File: src/rtl/tcpq_pkg.sv
package tcpq_pkg;
  localparam int unsigned QueueDepthDefault = 16;
  localparam int unsigned IdW = 16;
  localparam int unsigned AgeW = 9;
  localparam int unsigned CntOutW = 5;

  typedef enum logic [1:0] {
    CMD_INSERT = 2'd0,
    CMD_SERVE  = 2'd1,
    CMD_CANCEL = 2'd2,
    CMD_QUERY  = 2'd3
  } cmd_e;

  typedef enum logic [1:0] {
    ST_DONE    = 2'd0,
    ST_REJECT  = 2'd1,
    ST_MISSING = 2'd2,
    ST_FULL    = 2'd3
  } status_e;

  localparam logic [AgeW-1:0] AgeAbsent = '1;
  localparam logic [7:0] ThresholdReset = 8'd65;

  typedef struct packed {
    cmd_e            cmd;
    logic [IdW-1:0]  id;
    logic [AgeW-1:0] age;
    logic            age_neg;
    logic            pref_class;
  } op_t;
endpackage

File: src/rtl/tcpq_if.sv
interface tcpq_cmd_if
  import tcpq_pkg::*;
();
  logic            valid;
  logic            ready;
  logic [1:0]      cmd;
  logic [IdW-1:0]  entry_id;
  logic [AgeW-1:0] entry_age;
  modport source (output valid, cmd, entry_id, entry_age, input ready);
  modport sink (input valid, cmd, entry_id, entry_age, output ready);
endinterface

interface tcpq_res_if
  import tcpq_pkg::*;
();
  logic               valid;
  logic               ready;
  logic [1:0]         status;
  logic [IdW-1:0]     served_id;
  logic [AgeW-1:0]    queried_age;
  logic [CntOutW-1:0] entry_count;
  modport source (output valid, status, served_id, queried_age, entry_count, input ready);
  modport sink (input valid, status, served_id, queried_age, entry_count, output ready);
endinterface

interface tcpq_cfg_if;
  logic       valid;
  logic       ready;
  logic [7:0] data;
  modport source (output valid, data, input ready);
  modport sink (input valid, data, output ready);
endinterface

File: src/rtl/tcpq_front.sv
module tcpq_front
  import tcpq_pkg::*;
(
  input  logic       clk_i,
  input  logic       rst_ni,
  tcpq_cmd_if.sink   cmd_if,
  tcpq_cfg_if.sink   cfg_if,
  output logic       op_valid_o,
  output op_t        op_o,
  input  logic       op_ready_i
);
  logic [7:0] thr_q;
  logic       full_q;
  op_t        op_q;

  assign cfg_if.ready = 1'b1;
  assign cmd_if.ready = !full_q || op_ready_i;
  assign op_valid_o   = full_q;
  assign op_o         = op_q;

  always_ff @(posedge clk_i or negedge rst_ni) begin
    if (!rst_ni) begin
      thr_q  <= ThresholdReset;
      full_q <= 1'b0;
    end else begin
      if (cfg_if.valid) begin
        thr_q <= cfg_if.data;
      end
      if (cmd_if.valid && cmd_if.ready) begin
        full_q <= 1'b1;
      end else if (op_ready_i) begin
        full_q <= 1'b0;
      end
    end
  end

  always_ff @(posedge clk_i) begin
    if (cmd_if.valid && cmd_if.ready) begin
      op_q.cmd        <= cmd_e'(cmd_if.cmd);
      op_q.id         <= cmd_if.entry_id;
      op_q.age        <= cmd_if.entry_age;
      op_q.age_neg    <= cmd_if.entry_age[AgeW-1];
      op_q.pref_class <= cmd_if.entry_age[AgeW-2:0] >= thr_q;
    end
  end
endmodule

File: src/rtl/tcpq_back.sv
module tcpq_back
  import tcpq_pkg::*;
#(
  parameter int unsigned QueueDepth = QueueDepthDefault
) (
  input  logic      clk_i,
  input  logic      rst_ni,
  input  logic      op_valid_i,
  input  op_t       op_i,
  output logic      op_ready_o,
  tcpq_res_if.source res_if
);
  localparam int unsigned IdxW = $clog2(QueueDepth);
  localparam int unsigned CntW = $clog2(QueueDepth + 1);
  localparam logic [CntW-1:0] Depth = CntW'(QueueDepth);

  logic [IdW-1:0]  p_id_q [QueueDepth];
  logic [AgeW-1:0] p_age_q[QueueDepth];
  logic [IdW-1:0]  n_id_q [QueueDepth];
  logic [AgeW-1:0] n_age_q[QueueDepth];
  logic [CntW-1:0] p_cnt_q, n_cnt_q, p_cnt_d, n_cnt_d;

  // search result, registered between the search and the update
  logic [QueueDepth-1:0] p_hit, n_hit, p_hit_q, n_hit_q;
  logic                  phase_q;
  logic                  res_valid_q;
  logic [1:0]            st_q;
  logic [IdW-1:0]        sid_q;
  logic [AgeW-1:0]       qage_q;
  logic [CntOutW-1:0]    cnt_o_q;

  always_comb begin
    for (int i = 0; i < QueueDepth; i++) begin
      p_hit[i] = (CntW'(i) < p_cnt_q) && (p_id_q[i] == op_i.id);
      n_hit[i] = (CntW'(i) < n_cnt_q) && (n_id_q[i] == op_i.id);
    end
  end

  logic            fire, p_any, n_any, p_rm, n_rm, p_ins, n_ins;
  logic [1:0]      st_d;
  logic [IdW-1:0]  sid_d;
  logic [AgeW-1:0] qage_d;
  logic [QueueDepth-1:0] p_mask, n_mask;

  assign op_ready_o = phase_q && (!res_valid_q || res_if.ready);
  assign fire  = op_valid_i && op_ready_o;
  assign p_any = |p_hit_q;
  assign n_any = |n_hit_q;

  always_comb begin
    st_d = ST_DONE; sid_d = '0; qage_d = '0;
    p_rm = 1'b0; n_rm = 1'b0; p_ins = 1'b0; n_ins = 1'b0;
    p_mask = '0; n_mask = '0;
    p_cnt_d = p_cnt_q; n_cnt_d = n_cnt_q;
    for (int i = 0; i < QueueDepth; i++) begin
      if (p_hit_q[i]) qage_d = p_age_q[i];
    end
    if (!p_any) begin
      for (int i = 0; i < QueueDepth; i++) begin
        if (n_hit_q[i]) qage_d = n_age_q[i];
      end
    end
    unique case (op_i.cmd)
      CMD_INSERT: begin
        qage_d = '0;
        if (op_i.age_neg || p_any || n_any) st_d = ST_REJECT;
        else if (CntW'(p_cnt_q + n_cnt_q) >= Depth) st_d = ST_FULL;
        else if (op_i.pref_class) p_ins = 1'b1;
        else n_ins = 1'b1;
      end
      CMD_SERVE: begin
        qage_d = '0;
        if (p_cnt_q != '0) begin
          sid_d = p_id_q[0]; p_rm = 1'b1; p_mask[0] = 1'b1;
        end else if (n_cnt_q != '0) begin
          sid_d = n_id_q[0]; n_rm = 1'b1; n_mask[0] = 1'b1;
        end else st_d = ST_MISSING;
      end
      CMD_CANCEL: begin
        qage_d = '0;
        if (p_any) begin p_rm = 1'b1; p_mask = p_hit_q; end
        else if (n_any) begin n_rm = 1'b1; n_mask = n_hit_q; end
        else st_d = ST_MISSING;
      end
      CMD_QUERY: begin
        if (!p_any && !n_any) begin st_d = ST_MISSING; qage_d = AgeAbsent; end
      end
      default: ;
    endcase
    if (p_ins) p_cnt_d = p_cnt_q + 1'b1;
    if (n_ins) n_cnt_d = n_cnt_q + 1'b1;
    if (p_rm)  p_cnt_d = p_cnt_q - 1'b1;
    if (n_rm)  n_cnt_d = n_cnt_q - 1'b1;
  end

  // shift-down masks: slot i shifts when at or above the removed slot
  logic [QueueDepth-1:0] p_sh, n_sh;
  always_comb begin
    p_sh = '0; n_sh = '0;
    p_sh[0] = p_mask[0];
    n_sh[0] = n_mask[0];
    for (int i = 1; i < QueueDepth; i++) begin
      p_sh[i] = p_mask[i] || p_sh[i-1];
      n_sh[i] = n_mask[i] || n_sh[i-1];
    end
  end

  always_ff @(posedge clk_i) begin
    if (!phase_q) begin
      p_hit_q <= p_hit;
      n_hit_q <= n_hit;
    end
    if (fire) begin
      for (int i = 0; i < QueueDepth; i++) begin
        if (p_rm && p_sh[i] && i + 1 < QueueDepth) begin
          p_id_q[i]  <= p_id_q[(i + 1 < QueueDepth) ? i+1 : i];
          p_age_q[i] <= p_age_q[(i + 1 < QueueDepth) ? i+1 : i];
        end
        if (n_rm && n_sh[i] && i + 1 < QueueDepth) begin
          n_id_q[i]  <= n_id_q[(i + 1 < QueueDepth) ? i+1 : i];
          n_age_q[i] <= n_age_q[(i + 1 < QueueDepth) ? i+1 : i];
        end
      end
      if (p_ins) begin
        p_id_q[p_cnt_q[IdxW-1:0]]  <= op_i.id;
        p_age_q[p_cnt_q[IdxW-1:0]] <= op_i.age;
      end
      if (n_ins) begin
        n_id_q[n_cnt_q[IdxW-1:0]]  <= op_i.id;
        n_age_q[n_cnt_q[IdxW-1:0]] <= op_i.age;
      end
      st_q    <= st_d;
      sid_q   <= sid_d;
      qage_q  <= qage_d;
      cnt_o_q <= CntOutW'(p_cnt_d + n_cnt_d);
    end
  end

  always_ff @(posedge clk_i or negedge rst_ni) begin
    if (!rst_ni) begin
      p_cnt_q <= '0;
      n_cnt_q <= '0;
      phase_q <= 1'b0;
      res_valid_q <= 1'b0;
    end else begin
      if (fire) begin
        p_cnt_q <= p_cnt_d;
        n_cnt_q <= n_cnt_d;
        phase_q <= 1'b0;
        res_valid_q <= 1'b1;
      end else begin
        if (res_if.ready) res_valid_q <= 1'b0;
        if (op_valid_i) phase_q <= 1'b1;
      end
    end
  end

  assign res_if.valid       = res_valid_q;
  assign res_if.status      = st_q;
  assign res_if.served_id   = sid_q;
  assign res_if.queried_age = qage_q;
  assign res_if.entry_count = cnt_o_q;
endmodule

File: src/rtl/two_class_priority_queue_unit.sv
// channel | dir | payload
// cmd     | in  | cmd, entry_id, entry_age
// res     | out | status, served_id, queried_age, entry_count
// cfg     | in  | pref_threshold
// Back end per beat: id compare over both classes, then
// update with shift removal. One beat buffered in front, one result register.
// Reset clears counts and sets threshold to 65; entry storage is unreset.
// Either side may stall; the front takes no new beat while one waits.
module two_class_priority_queue_unit
  import tcpq_pkg::*;
#(
  parameter int unsigned QueueDepth = QueueDepthDefault
) (
  input  logic clk_i,
  input  logic rst_ni,
  tcpq_cmd_if.sink   cmd_if,
  tcpq_cfg_if.sink   cfg_if,
  tcpq_res_if.source res_if
);
  logic op_valid, op_ready;
  op_t  op;

  tcpq_front u_front (
    .clk_i, .rst_ni, .cmd_if, .cfg_if,
    .op_valid_o(op_valid), .op_o(op), .op_ready_i(op_ready)
  );

  tcpq_back #(.QueueDepth(QueueDepth)) u_back (
    .clk_i, .rst_ni, .op_valid_i(op_valid), .op_i(op),
    .op_ready_o(op_ready), .res_if
  );

  a_hold: assert property (@(posedge clk_i) disable iff (!rst_ni)
    res_if.valid && !res_if.ready |=> res_if.valid)
    else $error("result dropped");
  a_nofire_idle: assert property (@(posedge clk_i) disable iff (!rst_ni)
    op_ready && op_valid |=> !op_ready)
    else $error("back end skipped search cycle");
  a_cnt: assert property (@(posedge clk_i) disable iff (!rst_ni)
    res_if.valid |-> res_if.entry_count <= CntOutW'(QueueDepth))
    else $error("count overflow");
endmodule
File: src/flat_wrapper.sv
// flat-port wrapper written by rule: the top's interface ports become plain ports
module two_class_priority_queue_unit_flat import tcpq_pkg::*;
#(
  parameter int unsigned QueueDepth = QueueDepthDefault
)
  (clk_i, rst_ni, cmd_if_valid, cmd_if_cmd, cmd_if_entry_id, cmd_if_entry_age, cmd_if_ready, cfg_if_valid, cfg_if_data, cfg_if_ready, res_if_valid, res_if_status, res_if_served_id, res_if_queried_age, res_if_entry_count, res_if_ready);
  tcpq_cmd_if cmd_if_i ();
  tcpq_cfg_if cfg_if_i ();
  tcpq_res_if res_if_i ();
  input  logic clk_i;
  input  logic rst_ni;
  input wire logic [$bits(cmd_if_i.valid)-1:0] cmd_if_valid;
  input wire logic [$bits(cmd_if_i.cmd)-1:0] cmd_if_cmd;
  input wire logic [$bits(cmd_if_i.entry_id)-1:0] cmd_if_entry_id;
  input wire logic [$bits(cmd_if_i.entry_age)-1:0] cmd_if_entry_age;
  output wire logic [$bits(cmd_if_i.ready)-1:0] cmd_if_ready;
  input wire logic [$bits(cfg_if_i.valid)-1:0] cfg_if_valid;
  input wire logic [$bits(cfg_if_i.data)-1:0] cfg_if_data;
  output wire logic [$bits(cfg_if_i.ready)-1:0] cfg_if_ready;
  output wire logic [$bits(res_if_i.valid)-1:0] res_if_valid;
  output wire logic [$bits(res_if_i.status)-1:0] res_if_status;
  output wire logic [$bits(res_if_i.served_id)-1:0] res_if_served_id;
  output wire logic [$bits(res_if_i.queried_age)-1:0] res_if_queried_age;
  output wire logic [$bits(res_if_i.entry_count)-1:0] res_if_entry_count;
  input wire logic [$bits(res_if_i.ready)-1:0] res_if_ready;
  assign cmd_if_i.valid = cmd_if_valid;
  assign cmd_if_i.cmd = cmd_if_cmd;
  assign cmd_if_i.entry_id = cmd_if_entry_id;
  assign cmd_if_i.entry_age = cmd_if_entry_age;
  assign cmd_if_ready = cmd_if_i.ready;
  assign cfg_if_i.valid = cfg_if_valid;
  assign cfg_if_i.data = cfg_if_data;
  assign cfg_if_ready = cfg_if_i.ready;
  assign res_if_valid = res_if_i.valid;
  assign res_if_status = res_if_i.status;
  assign res_if_served_id = res_if_i.served_id;
  assign res_if_queried_age = res_if_i.queried_age;
  assign res_if_entry_count = res_if_i.entry_count;
  assign res_if_i.ready = res_if_ready;
  two_class_priority_queue_unit #(.QueueDepth(QueueDepth)) u_core (.clk_i(clk_i), .rst_ni(rst_ni), .cmd_if(cmd_if_i), .cfg_if(cfg_if_i), .res_if(res_if_i));
endmodule
File: config.mk
export PLATFORM = sky130hd
export DESIGN_NAME = two_class_priority_queue_unit_flat
export DESIGN_NICKNAME = d
export VERILOG_FILES = /design/src/rtl/tcpq_pkg.sv /design/src/rtl/tcpq_if.sv /design/src/rtl/tcpq_front.sv /design/src/rtl/tcpq_back.sv /design/src/rtl/two_class_priority_queue_unit.sv /design/src/flat_wrapper.sv
export SDC_FILE = /design/constraint.sdc
export NUM_CORES = 2
export LEC_CHECK = 0
export ABC_CLOCK_PERIOD_IN_PS = 11150
export BUFFER_PORTS_ARGS = -buffer_cell sky130_fd_sc_hd__buf_2
export CAP_MARGIN = 20
export CORE_MARGIN = 2
export CORE_UTILIZATION = 61
export DETAILED_ROUTE_END_ITERATION = 10
export GPL_TIMING_DRIVEN = 0
export PLACE_DENSITY = 0.74
export SETUP_SLACK_MARGIN = 0.3
export SLEW_MARGIN = 30
export SYNTH_ARGS = -nofsm -noshare
export SYNTH_HDL_FRONTEND = slang
export SYNTH_SLANG_ARGS = --single-unit
File: constraint.sdc
create_clock -name clk_i -period 11.15 [get_ports clk_i]
set_input_delay 1.6725 -clock clk_i [delete_from_list [all_inputs] [get_ports clk_i]]
set_output_delay 1.6725 -clock clk_i [all_outputs]
set_load 0.005 [all_outputs]
==> metrics.log <==
INFO  metric cts-resized-gates = 0
INFO  metric synth.largest_area_cell = sky130_fd_sc_hd__edfxtp_1
INFO  metric synth-edff-count = 892
INFO  metric r2r_setup_slack = 5.48 ns
INFO  metric endpoint_required_time_on_the_critical_path = 11.52 ns
INFO  metric post_cts_buffers = 0
INFO  metric r2r-end = u_core.u_back.res_if.entry_count[4]
INFO  metric power.density_cell_area = 199 mW/mm²
INFO  metric mostFrequentLayoutCells = 892 x sky130_fd_sc_hd__edfxtp_1, 645 x sky130_fd_sc_hd__mux2_2, 350 x sky130_fd_sc_hd__xor2_1
INFO  metric clock_skew_after_layout = 0.0311 ns
INFO  metric floorplan.initialDensity = 0.616
INFO  metric critical_path.cell_chain = clkbuf_1, nor2_1, nand4_1, nor4_2, buf_2, nand4b_1, nor4_1, nor2_1, xnor2_1, ha_1, a21o_1, a21oi_1, xnor2_1, xnor3_1
INFO  metric sequential_cell_area = 0.0273 mm²
INFO  metric post_synth_num_cell_types = 77
INFO  metric max_freq = 177 MHz
INFO  metric cell_area_after_synthesis = 0.0477 mm²
INFO  metric rows = 102
INFO  metric ys_top_cells_by_area = sky130_fd_sc_hd__edfxtp_1 56%, sky130_fd_sc_hd__mux2_2 15%, sky130_fd_sc_hd__xor2_1 6.4%
INFO  metric finish.net_count = 3753
INFO  metric cp-start-kind = register
INFO  metric synth_xor_area_frac = 0.0979
INFO  metric final_hold_viol_count = 0
INFO  metric synth_top_family_by_area = multiplexers
INFO  metric synth_top_area_frac = 0.561
INFO  metric adder_cell_share_of_the_synthesized_area = 0.00828
INFO  metric synthFlopType = sky130_fd_sc_hd__edfxtp_1
INFO  metric worst_slew_pin_slew = 1.26 ns
INFO  metric maxSlewViolCount = 0
INFO  metric clkSlewWorstSetupHoldPaths = 0.06 ns
INFO  metric wire_length_of_the_first_global_routing_pass = 236000 µm
INFO  metric synth_mux_area_frac = 0.172
INFO  metric multi_input_combinational_cell_area = 0.0192 mm²
INFO  metric delay_contributed_by_the_slowest_stage_of_the_critical_path = 0.76 ns
INFO  metric static-leakage-power = 18.5 nW
INFO  metric finalSetupViolCount = 0
INFO  metric max_cap_violations = 0
INFO  metric antenna_found_initial = 10
INFO  metric holdBufCountCts = 0
INFO  metric timing.final.crit_share = 0.508
INFO  metric synth_seq_cells = 913
INFO  metric min_delay_path_depth = 0
INFO  metric die_width = 284 µm
INFO  metric route.final.wire_length = 167000 µm
INFO  metric ir_worst_vdd = 0.141 mV
INFO  metric fraction_of_final_layout_cells_with_drive_strength_greater_than_1 = 0.290
INFO  metric period_minus_slack = 5.67 ns
INFO  metric timing.critical_path.to_type = register
INFO  metric maxSlewHeadroom = 0.154
INFO  metric routedWlPerCell = 34.7 µm
INFO  metric core_area = 0.0775 mm²
INFO  metric cp_slowest_cell = sky130_fd_sc_hd__nor4_2
INFO  metric worstHoldStart = u_core.u_front.op_o[18]
INFO  metric hp-class = reg -> reg
INFO  metric postSynthNetCount = 3546
INFO  metric async_flop_share = 0.0230
INFO  metric clk_path_buf_depth = 3
INFO  metric cts_tree = done
INFO  metric fp.dieArea = 0.0805 mm²
INFO  metric detailedRoute.firstIterationViolations = 5642
INFO  metric hold_path_end = u_core.u_back.p_id_q[15][7]
INFO  metric status = completed
INFO  metric detail-route-antenna-nets = 0
INFO  metric layout-area-overhead-vs-synth = 12.3%
INFO  metric rr_worst_depth = 14
INFO  metric routabilityCongestion = 1.01
INFO  metric insertion_delay = 0.69 ns
INFO  metric grt_pass1_vias = 33000
INFO  metric total_number_of_yosys_warnings = 0
INFO  metric numCtsBuffers = 98
INFO  metric synth_compound_gate_area_share = 0.0535
INFO  metric via_per_inst = 7.03
INFO  metric count_of_port_buffers_added_during_placement = 73
INFO  metric drt_pass1_iterations = 6
INFO  metric remaining_drc_errors = 0
INFO  metric yosys.area_share.simple = 0.0674
INFO  metric r2r_start = u_core.u_back.n_hit_q[4]
INFO  metric num_vias = 33800
INFO  metric die_height = 284 µm
INFO  metric synth-seq-area-share = 0.572
INFO  metric n_fill_cell = 5398
INFO  metric ctsHtreeMaxLevel = 3
INFO  metric io-pin-count = 75
INFO  metric grt.overflow.total = 0
INFO  metric fin_setup_tns = 0 ns
INFO  metric unrepaired_setup_endpoints_after_global_routing = no
INFO  metric cts_num_sinks = 913
INFO  metric grt_max_degree = 34
INFO  metric critPathMaxFanout = 10
INFO  metric grt_usage = 0.409
INFO  metric clock-root-buffer = sky130_fd_sc_hd__clkbuf_16
INFO  metric most_frequent_standard_cell_in_the_layout_excluding_fill_and_tap_cells = sky130_fd_sc_hd__edfxtp_1
INFO  metric critical_path_source = u_core.u_back.n_hit_q[4]
INFO  metric syn_area_per_cell = 13.7 µm²
INFO  metric totalPowerFinal = 10.7 mW
INFO  metric type_of_the_worst_setup_path = reg -> reg
INFO  metric hpwlAfterDp = 120000 µm
INFO  metric synthCells = 3475
INFO  metric cp_data_arrival_time = 6.04 ns
## worst max-delay path by stage
stage                                                      to  slack [ns]  cells after the start
after floorplan                   u_core.u_back.n_age_q[1][0]        5.11                      7
after global placement             u_core.u_back.n_id_q[1][9]        2.45                      8
after detailed placement         u_core.u_back.n_id_q[14][13]        5.46                     12
after CTS                        u_core.u_back.p_age_q[14][0]        5.70                     12
after global routing              u_core.u_back.p_id_q[13][0]        5.33                     12
final                     u_core.u_back.res_if.entry_count[4]        5.48                     14
## metal layers
metal | routed length, µm | share of wire | global-route usage | vias up
met5 | 40 | 0.00024 | 0 | -
met4 | 12500 | 0.075 | 0.246 | 6
li1 | - | - | - | 13600
met1 | 60700 | 0.36 | 0.547 | 17000
met3 | 20200 | 0.12 | 0.0876 | 599
met2 | 73400 | 0.44 | 0.616 | 2674
## cell type report
cell class	instances	share of cell area
sequential	913	0.510
tap	1040	0.0243
antenna	5	0.000233
timing repair buffer	107	0.0189
inverter	56	0.00392
buffer	282	0.0238
clock inverter	66	0.0130
clock buffer	113	0.0480
multi-input combinational	2224	0.358
## cells in the mapped netlist, types with 48 or more instances
cell,instances
sky130_fd_sc_hd__nand4_1,73
sky130_fd_sc_hd__clkbuf_1,224
sky130_fd_sc_hd__a221oi_1,48
sky130_fd_sc_hd__nor4_1,95
sky130_fd_sc_hd__nor2_1,66
sky130_fd_sc_hd__nand2_1,94
sky130_fd_sc_hd__mux2_2,645
sky130_fd_sc_hd__xnor2_1,181
sky130_fd_sc_hd__o21ai_0,79
sky130_fd_sc_hd__xor2_1,350
sky130_fd_sc_hd__inv_1,55
sky130_fd_sc_hd__edfxtp_1,892
sky130_fd_sc_hd__a21oi_1,66
## sequential cells by signal, summed over array words and instances (netlist names), 16 cells and up
name / flops
u_core.u_back.n_id_q: 256
u_core.u_back.p_id_q: 256
u_core.u_back.n_age_q: 144
u_core.u_back.p_age_q: 144
u_core.u_front.op_o: 28
u_core.u_back.n_hit_q: 16
u_core.u_back.p_hit_q: 16
u_core.u_back.res_if.served_id: 16
## per-stage QoR
step / instance area (µm²) / std cells / setup WS, ns / hold slack, ns / utilization
2_1_floorplan: 47700 / 3475 / 5.11 / 0.443 / -
5_1_grt: 53600 / 4801 / 5.33 / 0.508 / 0.692
6_report: 53600 / 4806 / 5.48 / 0.497 / 0.692
4_1_cts: 53500 / 4800 / 5.70 / 0.485 / 0.691
3_3_place_gp: 49400 / 4588 / 2.45 / 0.466 / 0.638
3_5_place_dp: 50300 / 4621 / 5.46 / 0.472 / 0.649
## cell families (layout without fill, tap and decap cells)
| family | Yosys count | after routing |
|---|---|---|
| muxes | 718 | 718 |
| and+or+nand+nor | 571 | 571 |
| DFF | 913 | 913 |
| buffers and inverters | 338 | 624 |
| adders and majority gates | 31 | 31 |
| other | 1 | 6 |
| xor gates and xnor gates | 532 | 532 |
| AOI/OAI and AO/OA | 371 | 371 |
## worst max-delay path, delay by kind of cell, from the launching register on
kind / cells / cell delay (ns)
AND/OR/NAND/NOR: 6 / 2.77
XOR/XNOR: 3 / 0.81
buffers and inverters: 2 / 0.70
flip-flops: 1 / 0.36
adder cells (fa/ha/maj): 1 / 0.36
AO/OA/AOI/OAI: 2 / 0.36
## power by group
part | total (mW) | internal [mW] | leakage (nW) | switching (mW)
logic | 2.82 | 0.837 | 8.48 | 1.98
clock network | 3.40 | 1.96 | 1.61 | 1.44
registers | 4.45 | 4.19 | 8.37 | 0.258
total | 10.7 | 6.99 | 18.5 | 3.68
(Power assumes the default switching activity.)
